### config.mk
export PLATFORM = sky130hd
export DESIGN_NAME = dfe_log10
export DESIGN_NICKNAME = d
export VERILOG_FILES = /design/src/rtl/dfe_pkg.sv /design/src/rtl/dfe_log10.sv
export SDC_FILE = /design/constraint.sdc
export NUM_CORES = 1
export LEC_CHECK = 0
export BUFFER_PORTS_ARGS = -buffer_cell sky130_fd_sc_hd__buf_2
export CAP_MARGIN = 20
export CORE_UTILIZATION = 55
export CTS_BUF_LIST = sky130_fd_sc_hd__clkbuf_4
export DETAILED_ROUTE_END_ITERATION = 12
export GPL_ROUTABILITY_DRIVEN = 0
export MAX_ROUTING_LAYER = met4
export PLACE_DENSITY = 0.72
export SLEW_MARGIN = 10
export SYNTH_ARGS = -nofsm -noshare
export SYNTH_HDL_FRONTEND = slang
export SYNTH_SLANG_ARGS = --single-unit
### constraint.sdc
create_clock -name aclk -period 7.3 [get_ports aclk]
set_input_delay 0.73 -clock aclk [delete_from_list [all_inputs] [get_ports aclk]]
set_output_delay 0.73 -clock aclk [all_outputs]
set_load 0.01 [all_outputs]
### src/rtl/dfe_pkg.sv
package dfe_pkg;

    // depth of the log2 lookup table
    localparam int LOG_TABLE_DEPTH = 64;
    localparam int LOG_IDX_W       = $clog2(LOG_TABLE_DEPTH);

    // register indexes (one 32-bit word per register)
    localparam logic REG_IDX_BASE_THRESHOLD = 1'b0;
    localparam logic [15:0] BASE_THRESHOLD_RESET = 16'd624;

    // wetness limits: wet when 5*g < 1.0, clamp to 0.001 below 66
    localparam logic [15:0] WET_LIMIT   = 16'd13107;
    localparam logic [15:0] CLAMP_LIMIT = 16'd66;

    // fixed point constants
    localparam logic [30:0] LOG10_2_Q32      = 31'd1292913986;
    localparam logic [51:0] ROUND_HALF       = 52'h0000080000000;
    localparam logic [17:0] NEG_LOG10_CLAMP  = 18'd196608;
    localparam logic [18:0] F5_BIAS          = 19'd393216;
    localparam logic [34:0] DRY_THRESHOLD    = 35'd8388608000;
    localparam logic [27:0] FLUX_K           = 28'd216172782;

    typedef struct packed {
        logic [15:0] wind_speed;
        logic [15:0] soil_wetness;
        logic [15:0] source_fraction;
        logic [47:0] prior_emission;
    } dfe_in_t;

    typedef struct packed {
        logic [47:0] new_emission;
        logic        emitted;
    } dfe_out_t;

    // per-stage load enables of the log10 unit
    typedef struct packed {
        logic st4;
        logic st3;
        logic st2;
        logic st1;
    } dfe_log_en_t;

    typedef logic [15:0] log_rom_t [LOG_TABLE_DEPTH];

    // log2(1 + k/depth) in Q16, truncated, by repeated squaring in Q30
    function automatic log_rom_t build_log2_rom();
        log_rom_t    rom;
        logic [63:0] x;
        logic [15:0] r;
        for (int k = 0; k < LOG_TABLE_DEPTH; k++) begin
            x = ((64'(LOG_TABLE_DEPTH) + 64'(k)) << 30) / 64'(LOG_TABLE_DEPTH);
            r = '0;
            for (int i = 15; i >= 0; i--) begin
                x = (x * x) >> 30;
                if (x >= 64'h0000_0000_8000_0000) begin
                    r[i] = 1'b1;
                    x    = x >> 1;
                end
            end
            rom[k] = r;
        end
        return rom;
    endfunction

    localparam log_rom_t LOG2_ROM = build_log2_rom();

endpackage

### src/rtl/dfe_log10.sv
module dfe_log10 (
    input  logic                aclk,
    input  dfe_pkg::dfe_log_en_t en,
    input  logic [15:0]         soil_wetness,
    output logic [18:0]         f5,
    output logic                wet
);

    // stage 1: classify, normalize, table index
    logic [3:0]                     msb_pos;
    logic [15:0]                    norm;
    logic [31:0]                    kprod;
    logic                           s1_small_reg;
    logic                           s1_wet_reg;
    logic [3:0]                     s1_msb_reg;
    logic [dfe_pkg::LOG_IDX_W-1:0]  s1_k_reg;

    always_comb begin
        msb_pos = '0;
        for (int i = 0; i < 16; i++) begin
            if (soil_wetness[i]) begin
                msb_pos = 4'(i);
            end
        end
        norm  = soil_wetness << (4'd15 - msb_pos);
        kprod = 32'(norm[14:0]) * 32'(dfe_pkg::LOG_TABLE_DEPTH);
    end

    // stage 2: negated log2, Q16
    logic [4:0]  int_part;
    logic [20:0] s2_n2_reg;
    logic        s2_small_reg;
    logic        s2_wet_reg;

    assign int_part = 5'd16 - {1'b0, s1_msb_reg};

    // stage 3: scale to log10
    logic [51:0] s3_prod_reg;
    logic        s3_small_reg;
    logic        s3_wet_reg;

    // stage 4: rounding and 5*factor
    logic [51:0] rounded;
    logic [17:0] n10;
    logic [18:0] s4_f5_reg;
    logic        s4_wet_reg;

    assign rounded = s3_prod_reg + dfe_pkg::ROUND_HALF;
    assign n10     = s3_small_reg ? dfe_pkg::NEG_LOG10_CLAMP : rounded[49:32];

    always_ff @(posedge aclk) begin
        if (en.st1) begin
            s1_small_reg <= soil_wetness < dfe_pkg::CLAMP_LIMIT;
            s1_wet_reg   <= soil_wetness <= dfe_pkg::WET_LIMIT;
            s1_msb_reg   <= msb_pos;
            s1_k_reg     <= kprod[15 +: dfe_pkg::LOG_IDX_W];
        end
        if (en.st2) begin
            s2_n2_reg    <= {int_part, 16'h0000} - 21'(dfe_pkg::LOG2_ROM[s1_k_reg]);
            s2_small_reg <= s1_small_reg;
            s2_wet_reg   <= s1_wet_reg;
        end
        if (en.st3) begin
            s3_prod_reg  <= 52'(s2_n2_reg) * 52'(dfe_pkg::LOG10_2_Q32);
            s3_small_reg <= s2_small_reg;
            s3_wet_reg   <= s2_wet_reg;
        end
        if (en.st4) begin
            s4_f5_reg  <= dfe_pkg::F5_BIAS - 19'(n10);
            s4_wet_reg <= s3_wet_reg;
        end
    end

    assign f5  = s4_f5_reg;
    assign wet = s4_wet_reg;

endmodule

After elaboration in Yosys (flattened, before gate mapping)
Memories as Yosys holds them, arrays and structs flattened.
Cells that the tools add are included.
Cells by class
  $add $sub $neg: 5
  multipliers: 1
  divide/modulo/power cells: 0
  magnitude comparators: 3
  equality and inequality tests: 0
  shifts and indexed selects: 1
  multiplexer cells: 18
  bitwise operators: 1
  reduce and logical (&&, ||, !) cells: 0
Operators with widths (count)
  $mux W4: 14
  $add A50 B32 Y50 const B: 1
  $mul A21 B30 Y49 const B: 1
  $mux W16: 2
  $sub A21 B16 Y21: 1
  $sub A19 B18 Y19 const A: 1
  $mux W18: 1
  $le A16 B14 Y1 const B: 1
  $lt A16 B7 Y1 const B: 1
  $shl A16 B4 Y15: 1
  $ge A7 B7 Y1 const B: 1
  $not A6 Y7: 1
  $sub A5 B4 Y5 const A: 1
  $sub A4 B4 Y4 const A: 1
  $mux W1: 1
Word-level totals
  flip-flop bits (word level): 106
  bits in latches: 0
  memory bits (writable): 0
  memory bits (read-only): 1024
  output and inout port bits: 20
  memories: 1
Memories
  (no name shown): words 64, width 16, rd ports 1, clocked after Yosys merged registers in 0, write ports 0, RTL line dfe_log10.sv:59  | s2_n2_reg <= {int_part, 16'h0000} - 21'(dfe_pkg::LOG2_ROM[s1_k_reg]);

Depth between registers and ports, before layout
Gate-level depths: netlist of the first run.
  word-level depth: 17
  gate-level depth with buffers: 23
  depth with buffers taken out: 23

Worst setup path before layout of the first run
OpenSTA, ideal clock, no wires.
  path kind: register to register
  start point: reg s2_n2_reg[18]
  end point: reg s3_prod_reg[39], data pin
  setup time: 258 ps
  arrival: 5463 ps
  data required time: 7042 ps
  setup slack: 1579 ps
  stages on the path, launching flop included: 22
  path buffers: 0
  clock period less this slack: 5721 ps
  path through: edfxtp_1 > ha_1 > xor2_1 > ha_1 > a21o_1 > fa_1 > inv_1 > fa_1 > fa_1 > inv_1 > fa_1 > inv_1 > fa_1 > inv_1 > ha_1 > a211oi_1 > a31oi_1 > o21ai_0 > nand2_1 > a21o_1 > a21oi_1 > xnor2_1
Between the ends
  longest elaborated chain between the ends: 1
Ends and longest elaborated chain
  from (decl): RTL line dfe_log10.sv:31  | logic [20:0] s2_n2_reg;
  from (signal assigned): RTL line dfe_log10.sv:59
  $mul A21 B30 Y49: RTL line dfe_log10.sv:64  | s3_prod_reg <= 52'(s2_n2_reg) * 52'(dfe_pkg::LOG10_2_Q32);
  to (signal assigned): RTL line dfe_log10.sv:64
  to (decl): RTL line dfe_log10.sv:38  | logic [51:0] s3_prod_reg;
No other way between the ends.
A chain may end at the register's enable or synchronous reset.

Worst setup path in the final report of the first run
  start point: reg s2_n2_reg[18]
  end point: reg s3_prod_reg[46], data pin
Same word-level chain as after synthesis.

==> results of run 1 <==
==> cell usage in the layout (no fill, tap or decap), drive strengths merged, types with 7 or more instances in the layout <==
master	count
o21ai	43
buf	47
and3	7
nor3	19
a211oi	12
clkbuf	9
and2	8
inv	277
o21bai	7
nor2	71
edfxtp	76
fa	125
xor2	28
nand2b	20
xnor2	43
o31ai	7
nand3	30
nand4	11
nand2	55
nor4	8
ha	251
or2	7
a31oi	12
mux2i	23
a21oi	46
a21o	17
nor2b	15
==> worst paths after layout <==
kind	from	cells after the start	slack, ns	end
min	s2_small_reg$_DFFE_PP_	0	0.45	s3_small_reg$_DFFE_PP_
max reg2reg	s2_n2_reg[18]$_DFFE_PP_	20	0.68	s3_prod_reg[46]$_DFFE_PP_
max	s2_n2_reg[18]$_DFFE_PP_	20	0.68	s3_prod_reg[46]$_DFFE_PP_
min reg2reg	s2_small_reg$_DFFE_PP_	0	0.45	s3_small_reg$_DFFE_PP_
==> routing by layer <==
layer | wire (um) | vias up | global-route usage [%]
li1 | - | 4627 | -
met1 | 12400 | 4680 | 32.3
met2 | 13800 | 283 | 42.6
met3 | 1430 | 40 | 2.69
met4 | 658 | 0 | 7.10
met5 | 0 | - | -
==> kinds of logic after synthesis <==
family / share of synthesized area [%]
flops: 17.5
simple gates: 11.4
compound gates: 11.1
buf+inv: 9.52
xor+xnor: 4.82
mux: 2.37
fa+ha+maj: 43.2
==> area by class of cell <==
class	count	share of cell area, %
diodes	1	0.0184
clock buffers	9	0.496
clock inverters	7	0.661
inverters	273	7.52
multi-input cells	961	69.8
flip-flops and latches	76	16.7
well taps	313	2.87
repair buffers	47	1.85
==> worst register-to-register path: stages (launching register included) <==
cell	delay [ns]
edfxtp_1	0.61
ha_1	0.32
xor2_1	0.17
ha_1	0.33
fa_1	0.53
fa_1	0.54
inv_1	0.05
fa_1	0.53
inv_1	0.06
fa_1	0.50
fa_1	0.49
ha_1	0.35
o21ai_0	0.12
o21ai_0	0.16
o211ai_1	0.11
a31oi_1	0.43
o21ai_0	0.23
a21oi_1	0.38
a21o_1	0.22
a21oi_1	0.10
xnor2_1	0.14
==> through the flow <==
step,setup slack (ns),std cells,hold slack [ns],cell area (um^2)
after CTS,0.743,1686,0.451,13600
after detailed placement,0.758,1670,0.411,13500
after floorplan,1.58,1349,0.400,13000
final,0.678,1687,0.447,13600
after global placement,1.08,1670,0.402,13500
after global routing,0.418,1687,0.461,13600
==> summary.txt, run 1 <==
Outcome
  • Status: finished clean

STA
  • Worst Skew: 0.0407 ns
  • Slew HR: 34.2%
  • Crit share post-route: 90.7%
  • Final setup viols: 0
  • Measured slew at the worst slew-check pin: 0.978 ns
  • Slew Limit Fails: 0
  • Unrepaired setup endpoints after global routing: no
  • Setup TNS Final: 0 ns
  • Fmax: 151 MHz
  • Fin. Hold Viols: 0
  • Min Tclk post-route: 6.62 ns

Setup path
  • CP endpoint kind: flip-flop
  • Crit-path leading delay family: adder cells
  • CP bufs+invs: 2
  • CP max FO: 9
  • Setup CP Type: reg2reg
  • Slowest-stage cell, CP: edfxtp_1
  • CP Data Required Time: 7.54 ns
  • CP Cell Sequence: ha_1, xor2_1, ha_1, fa_1, fa_1, inv_1, fa_1, inv_1, fa_1, fa_1, ha_1, o21ai_0, o21ai_0, o211ai_1, a31oi_1, o21ai_0, a21oi_1, a21o_1, a21oi_1, xnor2_1
  • Critical Path Most Common Cell: fa_1
  • CP Launch Type: flip-flop
  • Worst endpoint data arrival time: 6.87 ns
  • Slowest stage delay, CP: 0.61 ns

Routing
  • Vias per cell: 5.71
  • Routed len/inst: 16.8 um
  • Drc violations: 0
  • DR pass1 iterations: 5
  • Via count: 9630
  • Drt total wl: 28.3 mm
  • Routed Antenna Nets: 0
  • DR iter-0 viols: 489

Clock tree
  • Cts-stage hold buffer count: 0
  • Clock sinks: 76
  • TritonCTS clock tree: done
  • Post-CTS setup buffers: 0
  • Num CTS Buffers: 9
  • Skew-Pair Late Insertion Delay: 0.49 ns
  • CTS H-tree lvls: 3
  • Clk buf depth: 2
  • CTS root buf: clkbuf_4
  • Clock transition at path regs: 0.18 ns
  • Resized Gates After CTS: 0

Logic synthesis
  • Top cells by area, synth: ha_1 24%, fa_1 19%, edfxtp_1 17%
  • Syn_nets: 1746
  • Top cell type by total area after synthesis: ha_1
  • Synth Flop Type: edfxtp_1
  • Distinct cell type count after synthesis: 88
  • Average size of a mapped cell: 9.67 um^2
  • EDFF count, synth: 76
  • Yosys Warn Count: 0
  • Synth async-reset ratio: 0%
  • Yosys reg bits: 76
  • Synth top area share: 24.1%
  • Post-synthesis cell area: 13000 um^2
  • Sequential area share after synthesis: 17.5%
  • Synth top cells by count: 269 x inv_1, 251 x ha_1, 125 x fa_1
  • Most common cell in the synthesized netlist: inv_1
  • Post-synthesis cell count: 1349

GRT
  • Antenna violations before repair: 1
  • Largest net degree at the start of global routing: 53
  • Vias in the first global route: 9639
  • First-pass GRT wire length: 47.0 mm
  • Total gr overflow: 0
  • Gr usage total: 25.3%

Place
  • Number of port buffers: 40
  • Final HPWL DP: 23.6 mm

Final layout
  • Area growth, synth to finish: 4.50%
  • Final net count: 1765
  • Fraction of layout cells with a size suffix above 1: 6.92%
  • Area of the multi-input gates: 9520 um^2
  • FF+latch area: 2280 um^2
  • Max reg flops: 21
  • Fill count: 1998
  • Core Util, Final: 59.3%

Floorplanning
  • Rows: 55
  • Initial Utilization: 56.8%
  • Core area: 23000 um^2
  • Die Ht: 156 um
  • I/O pin total: 41
  • Die area: 24300 um^2
  • Die width: 156 um

Flow run
  • Max cap viols: 0

Min path
  • Hold Crit Class: reg2reg
Power of run 1 is not shown: default switching activity piles up to over one toggle a cycle in this logic, so the estimate is an artifact.
==> inputs of run 2 (changes only) <==
--- a/config.mk
+++ b/config.mk
@@ -14,3 +14,3 @@
 export MAX_ROUTING_LAYER = met4
-export PLACE_DENSITY = 0.72
+export PLACE_DENSITY = 0.77
 export SLEW_MARGIN = 10
==> constraint.sdc (replaced) <==
create_clock -name aclk -period 7.3 [get_ports aclk]
set_input_delay 0.365 -clock aclk [delete_from_list [all_inputs] [get_ports aclk]]
set_output_delay 0.365 -clock aclk [all_outputs]
set_load 0.01 [all_outputs]
==> run 2 against run 1 <==
Compared with the run above:
- largest cell class unchanged
- sequential share of layout area stayed put
- via count is 0.76% higher
- highest routed layer unchanged
- register-to-register slack better by 0.15 ns
==> summary.txt, run 2 (synthesis results as in run 1) <==
Outcome
  • Status: finished clean

STA
  • Setup TNS Final: 0 ns (unchanged)
  • Slew Limit Fails: 0 (unchanged)
  • Min Tclk post-route: 6.47 ns (-0.148 ns)
  • Crit share post-route: 88.7% (-2.0 points)
  • Final Worst Setup Slack: 0.826 ns (+0.148 ns)
  • Final setup viols: 0 (unchanged)
  • Measured slew at the worst slew-check pin: 0.927 ns (-0.0512 ns)
  • Slew HR: 37.6% (+3.4 points)
  • Unrepaired setup endpoints after global routing: no
  • Fmax: 154 MHz (+2.3%)
  • Fin. Hold Viols: 0 (unchanged)
  • Worst Skew: 0.0280 ns (-0.0127 ns)
  • Hold WS: 0.258 ns (-0.189 ns)

Final layout
  • Final net count: 1763 (-0.11%)
  • Area growth, synth to finish: 4.50% (unchanged)
  • Max reg flops: 21 (unchanged)
  • Commonest non-fill, non-tap cell in the layout: inv_1
  • Commonest non-fill, non-tap cells in the layout: 269 x inv_1, 251 x ha_1, 125 x fa_1
  • Fraction of layout cells with a size suffix above 1: 6.78% (-0.14 points)
  • Core Util, Final: 59.3% (unchanged)

Setup path
  • R2r endpoint: s3_prod_reg[46]$_DFFE_PP_
  • Worst endpoint data arrival time: 6.72 ns (-0.15 ns)
  • CP Data Required Time: 7.55 ns (about the same)
  • CP Cell Sequence: inv_1, ha_1, fa_1, fa_1, inv_1, fa_1, inv_1, fa_1, fa_1, inv_1, ha_1, ha_1, nand2_1, o31ai_1, o21ai_0, a31oi_1, o21ai_0, a21oi_1, a21o_1, a21oi_1, xnor2_1
  • Launch point of the worst path: s2_n2_reg[10]$_DFFE_PP_
  • CP endpoint kind: flip-flop
  • CP max FO: 9 (unchanged)
  • Number of cells on the worst reg-to-reg path: 21 (+5.0%)
  • CP Launch Type: flip-flop
  • Reg2reg setup slack: 0.83 ns (+0.15 ns)
  • Critical Path Most Common Cell: fa_1
  • Slowest stage delay, CP: 0.68 ns (+0.07 ns)
  • Slowest-stage cell, CP: edfxtp_1
  • Setup CP Type: reg2reg
  • Worst setup endpoint: s3_prod_reg[46]$_DFFE_PP_
  • Reg-to-Reg Start: s2_n2_reg[10]$_DFFE_PP_

Floorplanning
  • Die Ht: 156 um (unchanged)
  • I/O pin total: 41 (unchanged)
  • Core area: 23000 um^2 (unchanged)
  • Initial Utilization: 56.8% (unchanged)
  • Rows: 55 (unchanged)
  • Die width: 156 um (unchanged)
  • Die area: 24300 um^2 (unchanged)

Clock tree
  • Skew-Pair Late Insertion Delay: 0.48 ns (about the same)
  • Cts-stage hold buffer count: 0 (unchanged)
  • Clk buf depth: 2 (unchanged)
  • TritonCTS clock tree: done
  • Clock transition at path regs: 0.15 ns (-0.03 ns)
  • Num CTS Buffers: 9 (unchanged)
  • Resized Gates After CTS: 0 (unchanged)
  • Clock sinks: 76 (unchanged)
  • CTS root buf: clkbuf_4
  • Post-CTS setup buffers: 0 (unchanged)
  • CTS H-tree lvls: 3 (unchanged)

GRT
  • Gr usage total: 25.4% (+0.078 points)
  • Vias in the first global route: 9653 (+0.15%)
  • Antenna violations before repair: 1 (unchanged)
  • First-pass GRT wire length: 47.2 mm (+0.25%)
  • Total gr overflow: 0 (unchanged)
  • Largest net degree at the start of global routing: 53 (unchanged)

Routing
  • Drt total wl: 28.3 mm (+0.22%)
  • Via count: 9703 (+0.76%)
  • DR iter-0 viols: 681 (+39%)
  • Routed len/inst: 16.8 um (+0.33%)
  • Routed Antenna Nets: 0 (unchanged)
  • Vias per cell: 5.76 (+0.88%)
  • DR pass1 iterations: 5 (unchanged)
  • Drc violations: 0 (unchanged)

Flow run
  • Max cap viols: 0 (unchanged)

Place
  • Final HPWL DP: 23.6 mm (about the same)
  • Number of port buffers: 40 (unchanged)
  • Setup WS pre-CTS: 0.855 ns (+0.0966 ns)

Min path
  • Hold Crit Class: in2reg
  • Hold depth: 2 (+2)
run 2: changes by cell type in the layout (fill, tap and decap cells not counted):
cell        delta
buf_4          -2
clkinv_4       -2
inv_6          +2
inv_8          -2
bufinv_16      +1
clkinvlp_4     +1
run 2: worst min-delay path by stage:
stage | slack, ns | to | from
final | 0.26 | s1_wet_reg$_DFFE_PP_ | soil_wetness[15]
after global routing | 0.25 | s1_wet_reg$_DFFE_PP_ | soil_wetness[15]
after CTS | 0.23 | s1_wet_reg$_DFFE_PP_ | soil_wetness[15]
after detailed placement | 0.40 | s3_small_reg$_DFFE_PP_ | s2_small_reg$_DFFE_PP_
after global placement | 0.40 | s2_small_reg$_DFFE_PP_ | s1_small_reg$_DFFE_PP_
after floorplan | 0.40 | s2_small_reg$_DFFE_PP_ | s1_small_reg$_DFFE_PP_
run 2: cell type report:
class / count / area (um^2)
Timing Repair Buffer: 45 / 238
Inverter: 273 / 1020
Tap cell: 313 / 392
Sequential cell: 76 / 2280
Clock inverter: 7 / 105
Multi-Input combinational cell: 961 / 9520
Antenna cell: 1 / 2.50
Fill cell: 1973 / 9350
Clock buffer: 9 / 67.6
run 2: per-stage QoR:
stage / instances / instance area (um^2)
after CTS: 1684 / 13600
after global placement: 1668 / 13500
after global routing: 1685 / 13600
final: 1685 / 13600
after floorplan: 1349 / 13000
after detailed placement: 1668 / 13500
run 2: per-layer routing:
layer | part of all wire, % | wire (um) | track usage (%)
met5 | 0 | 0 | -
met3 | 5.9 | 1660 | 2.92
met4 | 3.0 | 838 | 8.17
met1 | 42 | 11900 | 31.7
met2 | 49 | 14000 | 42.9
run 2: critical path, delay by kind of cell (launching register included):
kind	cells	cell delay (ns)
buffers and inverters	4	0.26
adder cells (fa/ha/maj)	8	3.40
flip-flops	1	0.68
XOR/XNOR	1	0.13
AO/OA/AOI/OAI	7	1.69
AND/OR/NAND/NOR	1	0.08
Power of run 2 is left out for the same reason.
==> inputs of run 3 (changes only) <==
- CTS_BUF_LIST: sky130_fd_sc_hd__clkbuf_4 -> default
==> run 3 against run 2 <==
Compared with the run above:
- die area unchanged
- flip-flop and latch count unchanged
- worst setup slack got worse by 0.040 ns
- sequential share of layout area decreased by 0.19 points
- critical path depth unchanged
- register-to-register slack got worse by 0.04 ns
- critical endpoint unchanged
==> summary.txt, run 3 (synthesis results as in run 1) <==
STA
  • Slew Limit Fails: 0 (unchanged)
  • Fin. Hold Viols: 0 (unchanged)
  • Final setup viols: 0 (unchanged)
  • Crit share post-route: 89.2% (+0.55 points)
  • Min Tclk post-route: 6.51 ns (+0.0398 ns)
  • Fmax: 154 MHz (-0.61%)
  • Measured slew at the worst slew-check pin: 0.906 ns (-0.0212 ns)
  • Slew HR: 39.1% (+1.4 points)
  • Setup TNS Final: 0 ns (unchanged)
  • Unrepaired setup endpoints after global routing: no
  • Worst Skew: 0.0119 ns (-0.0161 ns)
  • Hold WS: 0.405 ns (+0.147 ns)

GRT
  • First-pass GRT wire length: 47.9 mm (+1.5%)
  • Total gr overflow: 0 (unchanged)
  • Gr usage total: 25.8% (+0.46 points)
  • Largest net degree at the start of global routing: 53 (unchanged)
  • Antenna violations before repair: 0 (-1)
  • Vias in the first global route: 9707 (+0.56%)

Setup path
  • Worst setup endpoint: s3_prod_reg[46]$_DFFE_PP_
  • Launch point of the worst path: s2_n2_reg[10]$_DFFE_PP_
  • Reg-to-Reg Start: s2_n2_reg[10]$_DFFE_PP_
  • CP endpoint kind: flip-flop
  • Setup CP Type: reg2reg
  • Worst endpoint data arrival time: 6.62 ns (-0.10 ns)
  • R2r endpoint: s3_prod_reg[46]$_DFFE_PP_
  • Slowest-stage cell, CP: edfxtp_1
  • CP Launch Type: flip-flop
  • CP Cell Sequence: inv_1, ha_1, fa_1, fa_1, inv_1, fa_1, inv_1, fa_1, fa_1, inv_1, ha_1, ha_1, nand2_1, o31ai_1, o21ai_0, a31oi_1, o21ai_0, a21oi_1, a21o_1, a21oi_1, xnor2_1
  • Slowest stage delay, CP: 0.67 ns (about the same)
  • Number of cells on the worst reg-to-reg path: 21 (unchanged)
  • Reg2reg setup slack: 0.79 ns (-0.04 ns)
  • CP Data Required Time: 7.40 ns (-0.15 ns)
  • Critical Path Most Common Cell: fa_1
  • CP max FO: 9 (unchanged)

Routing
  • Routed Antenna Nets: 0 (unchanged)
  • Via count: 9717 (+0.14%)
  • Drt total wl: 28.8 mm (+1.6%)
  • Drc violations: 0 (unchanged)
  • DR iter-0 viols: 627 (-7.9%)
  • Vias per cell: 5.77 (+0.20%)
  • Routed len/inst: 17.1 um (+1.6%)
  • DR pass1 iterations: 5 (unchanged)

Clock tree
  • Clock sinks: 76 (unchanged)
  • CTS H-tree lvls: 3 (unchanged)
  • Cts-stage hold buffer count: 0 (unchanged)
  • Clock transition at path regs: 0.07 ns (-0.08 ns)
  • Post-CTS setup buffers: 0 (unchanged)
  • Skew-Pair Late Insertion Delay: 0.35 ns (-0.13 ns)
  • TritonCTS clock tree: done
  • Num CTS Buffers: 9 (unchanged)
  • Clk buf depth: 2 (unchanged)
  • Resized Gates After CTS: 0 (unchanged)
  • CTS root buf: clkbuf_16

Final layout
  • Max reg flops: 21 (unchanged)
  • Antenna diodes: 0 (-1)
  • Final net count: 1763 (unchanged)
  • Area growth, synth to finish: 5.69%
  • Fill count: 1947 (-1.3%)
  • Fraction of layout cells with a size suffix above 1: 6.78% (unchanged)
  • Commonest non-fill, non-tap cells in the layout: 269 x inv_1, 251 x ha_1, 125 x fa_1
  • Commonest non-fill, non-tap cell in the layout: inv_1

Floorplanning
  • Rows: 55 (unchanged)
  • Die Ht: 156 um (unchanged)
  • Initial Utilization: 56.8% (unchanged)
  • Core area: 23000 um^2 (unchanged)
  • I/O pin total: 41 (unchanged)
  • Die area: 24300 um^2 (unchanged)
  • Die width: 156 um (unchanged)

Place
  • Number of port buffers: 40 (unchanged)
  • Final HPWL DP: 23.6 mm (unchanged)

Outcome
  • Status: finished clean

Min path
  • Hold Crit Class: in2reg

Flow run
  • Max cap viols: 0 (unchanged)
## run 3: cell types whose count changed in the layout (fill, tap and decap cells not counted)
cell       change
clkbuf_4       -9
clkbuf_16      +9
diode_2        -1
## run 3: metal layers
| layer | vias to the layer above | GRT usage (%) | share of wire (%) | routed length (um) |
|---|---|---|---|---|
| met3 | 66 | 3.17 | 5.7 | 1640 |
| met4 | 0 | 8.12 | 2.7 | 780 |
| met2 | 345 | 43.7 | 50 | 14300 |
| li1 | 4646 | - | - | - |
| met1 | 4660 | 32.2 | 42 | 12100 |
| met5 | - | - | 0 | 0 |
## run 3: worst min path at each step
stage,from,to,slack (ns),depth (start not counted)
finish,en[0],s1_k_reg[2]$_DFFE_PP_,0.41,1
global route,en[0],s1_k_reg[2]$_DFFE_PP_,0.41,1
CTS,soil_wetness[15],s1_wet_reg$_DFFE_PP_,0.39,2
detailed placement,s2_small_reg$_DFFE_PP_,s3_small_reg$_DFFE_PP_,0.40,0
global placement,s1_small_reg$_DFFE_PP_,s2_small_reg$_DFFE_PP_,0.40,0
floorplan,s1_small_reg$_DFFE_PP_,s2_small_reg$_DFFE_PP_,0.40,0
## run 3: stage by stage
| step | instance area [um^2] | std cells | util, % | setup slack, ns |
|---|---|---|---|---|
| 4_1_cts | 13800 | 1684 | 60.0 | 0.829 |
| 3_5_place_dp | 13500 | 1668 | 58.6 | 0.855 |
| 5_1_grt | 13800 | 1684 | 60.0 | 0.478 |
| 3_3_place_gp | 13500 | 1668 | 58.6 | 1.12 |
| 2_1_floorplan | 13000 | 1349 | - | 1.58 |
| 6_report | 13800 | 1684 | 60.0 | 0.786 |
## run 3: area by class of cell
| cell class | count | area [um^2] | share of cell area, % |
|---|---|---|---|
| flip-flops and latches | 76 | 2280 | 16.5 |
| inverters | 273 | 1020 | 7.43 |
| well taps | 313 | 392 | 2.84 |
| repair buffers | 45 | 238 | 1.72 |
| clock buffers | 9 | 225 | 1.63 |
| clock inverters | 7 | 105 | 0.762 |
| multi-input cells | 961 | 9520 | 69.1 |
## run 3: worst max-delay path: cells and delay by family, from the launching register on
family	cells	cell delay [ns]
simple gates	1	0.08
xor+xnor	1	0.13
compound gates	7	1.74
fa+ha+maj	8	3.39
flops	1	0.67
buf+inv	4	0.25
Power of run 3 is left out for the same reason.
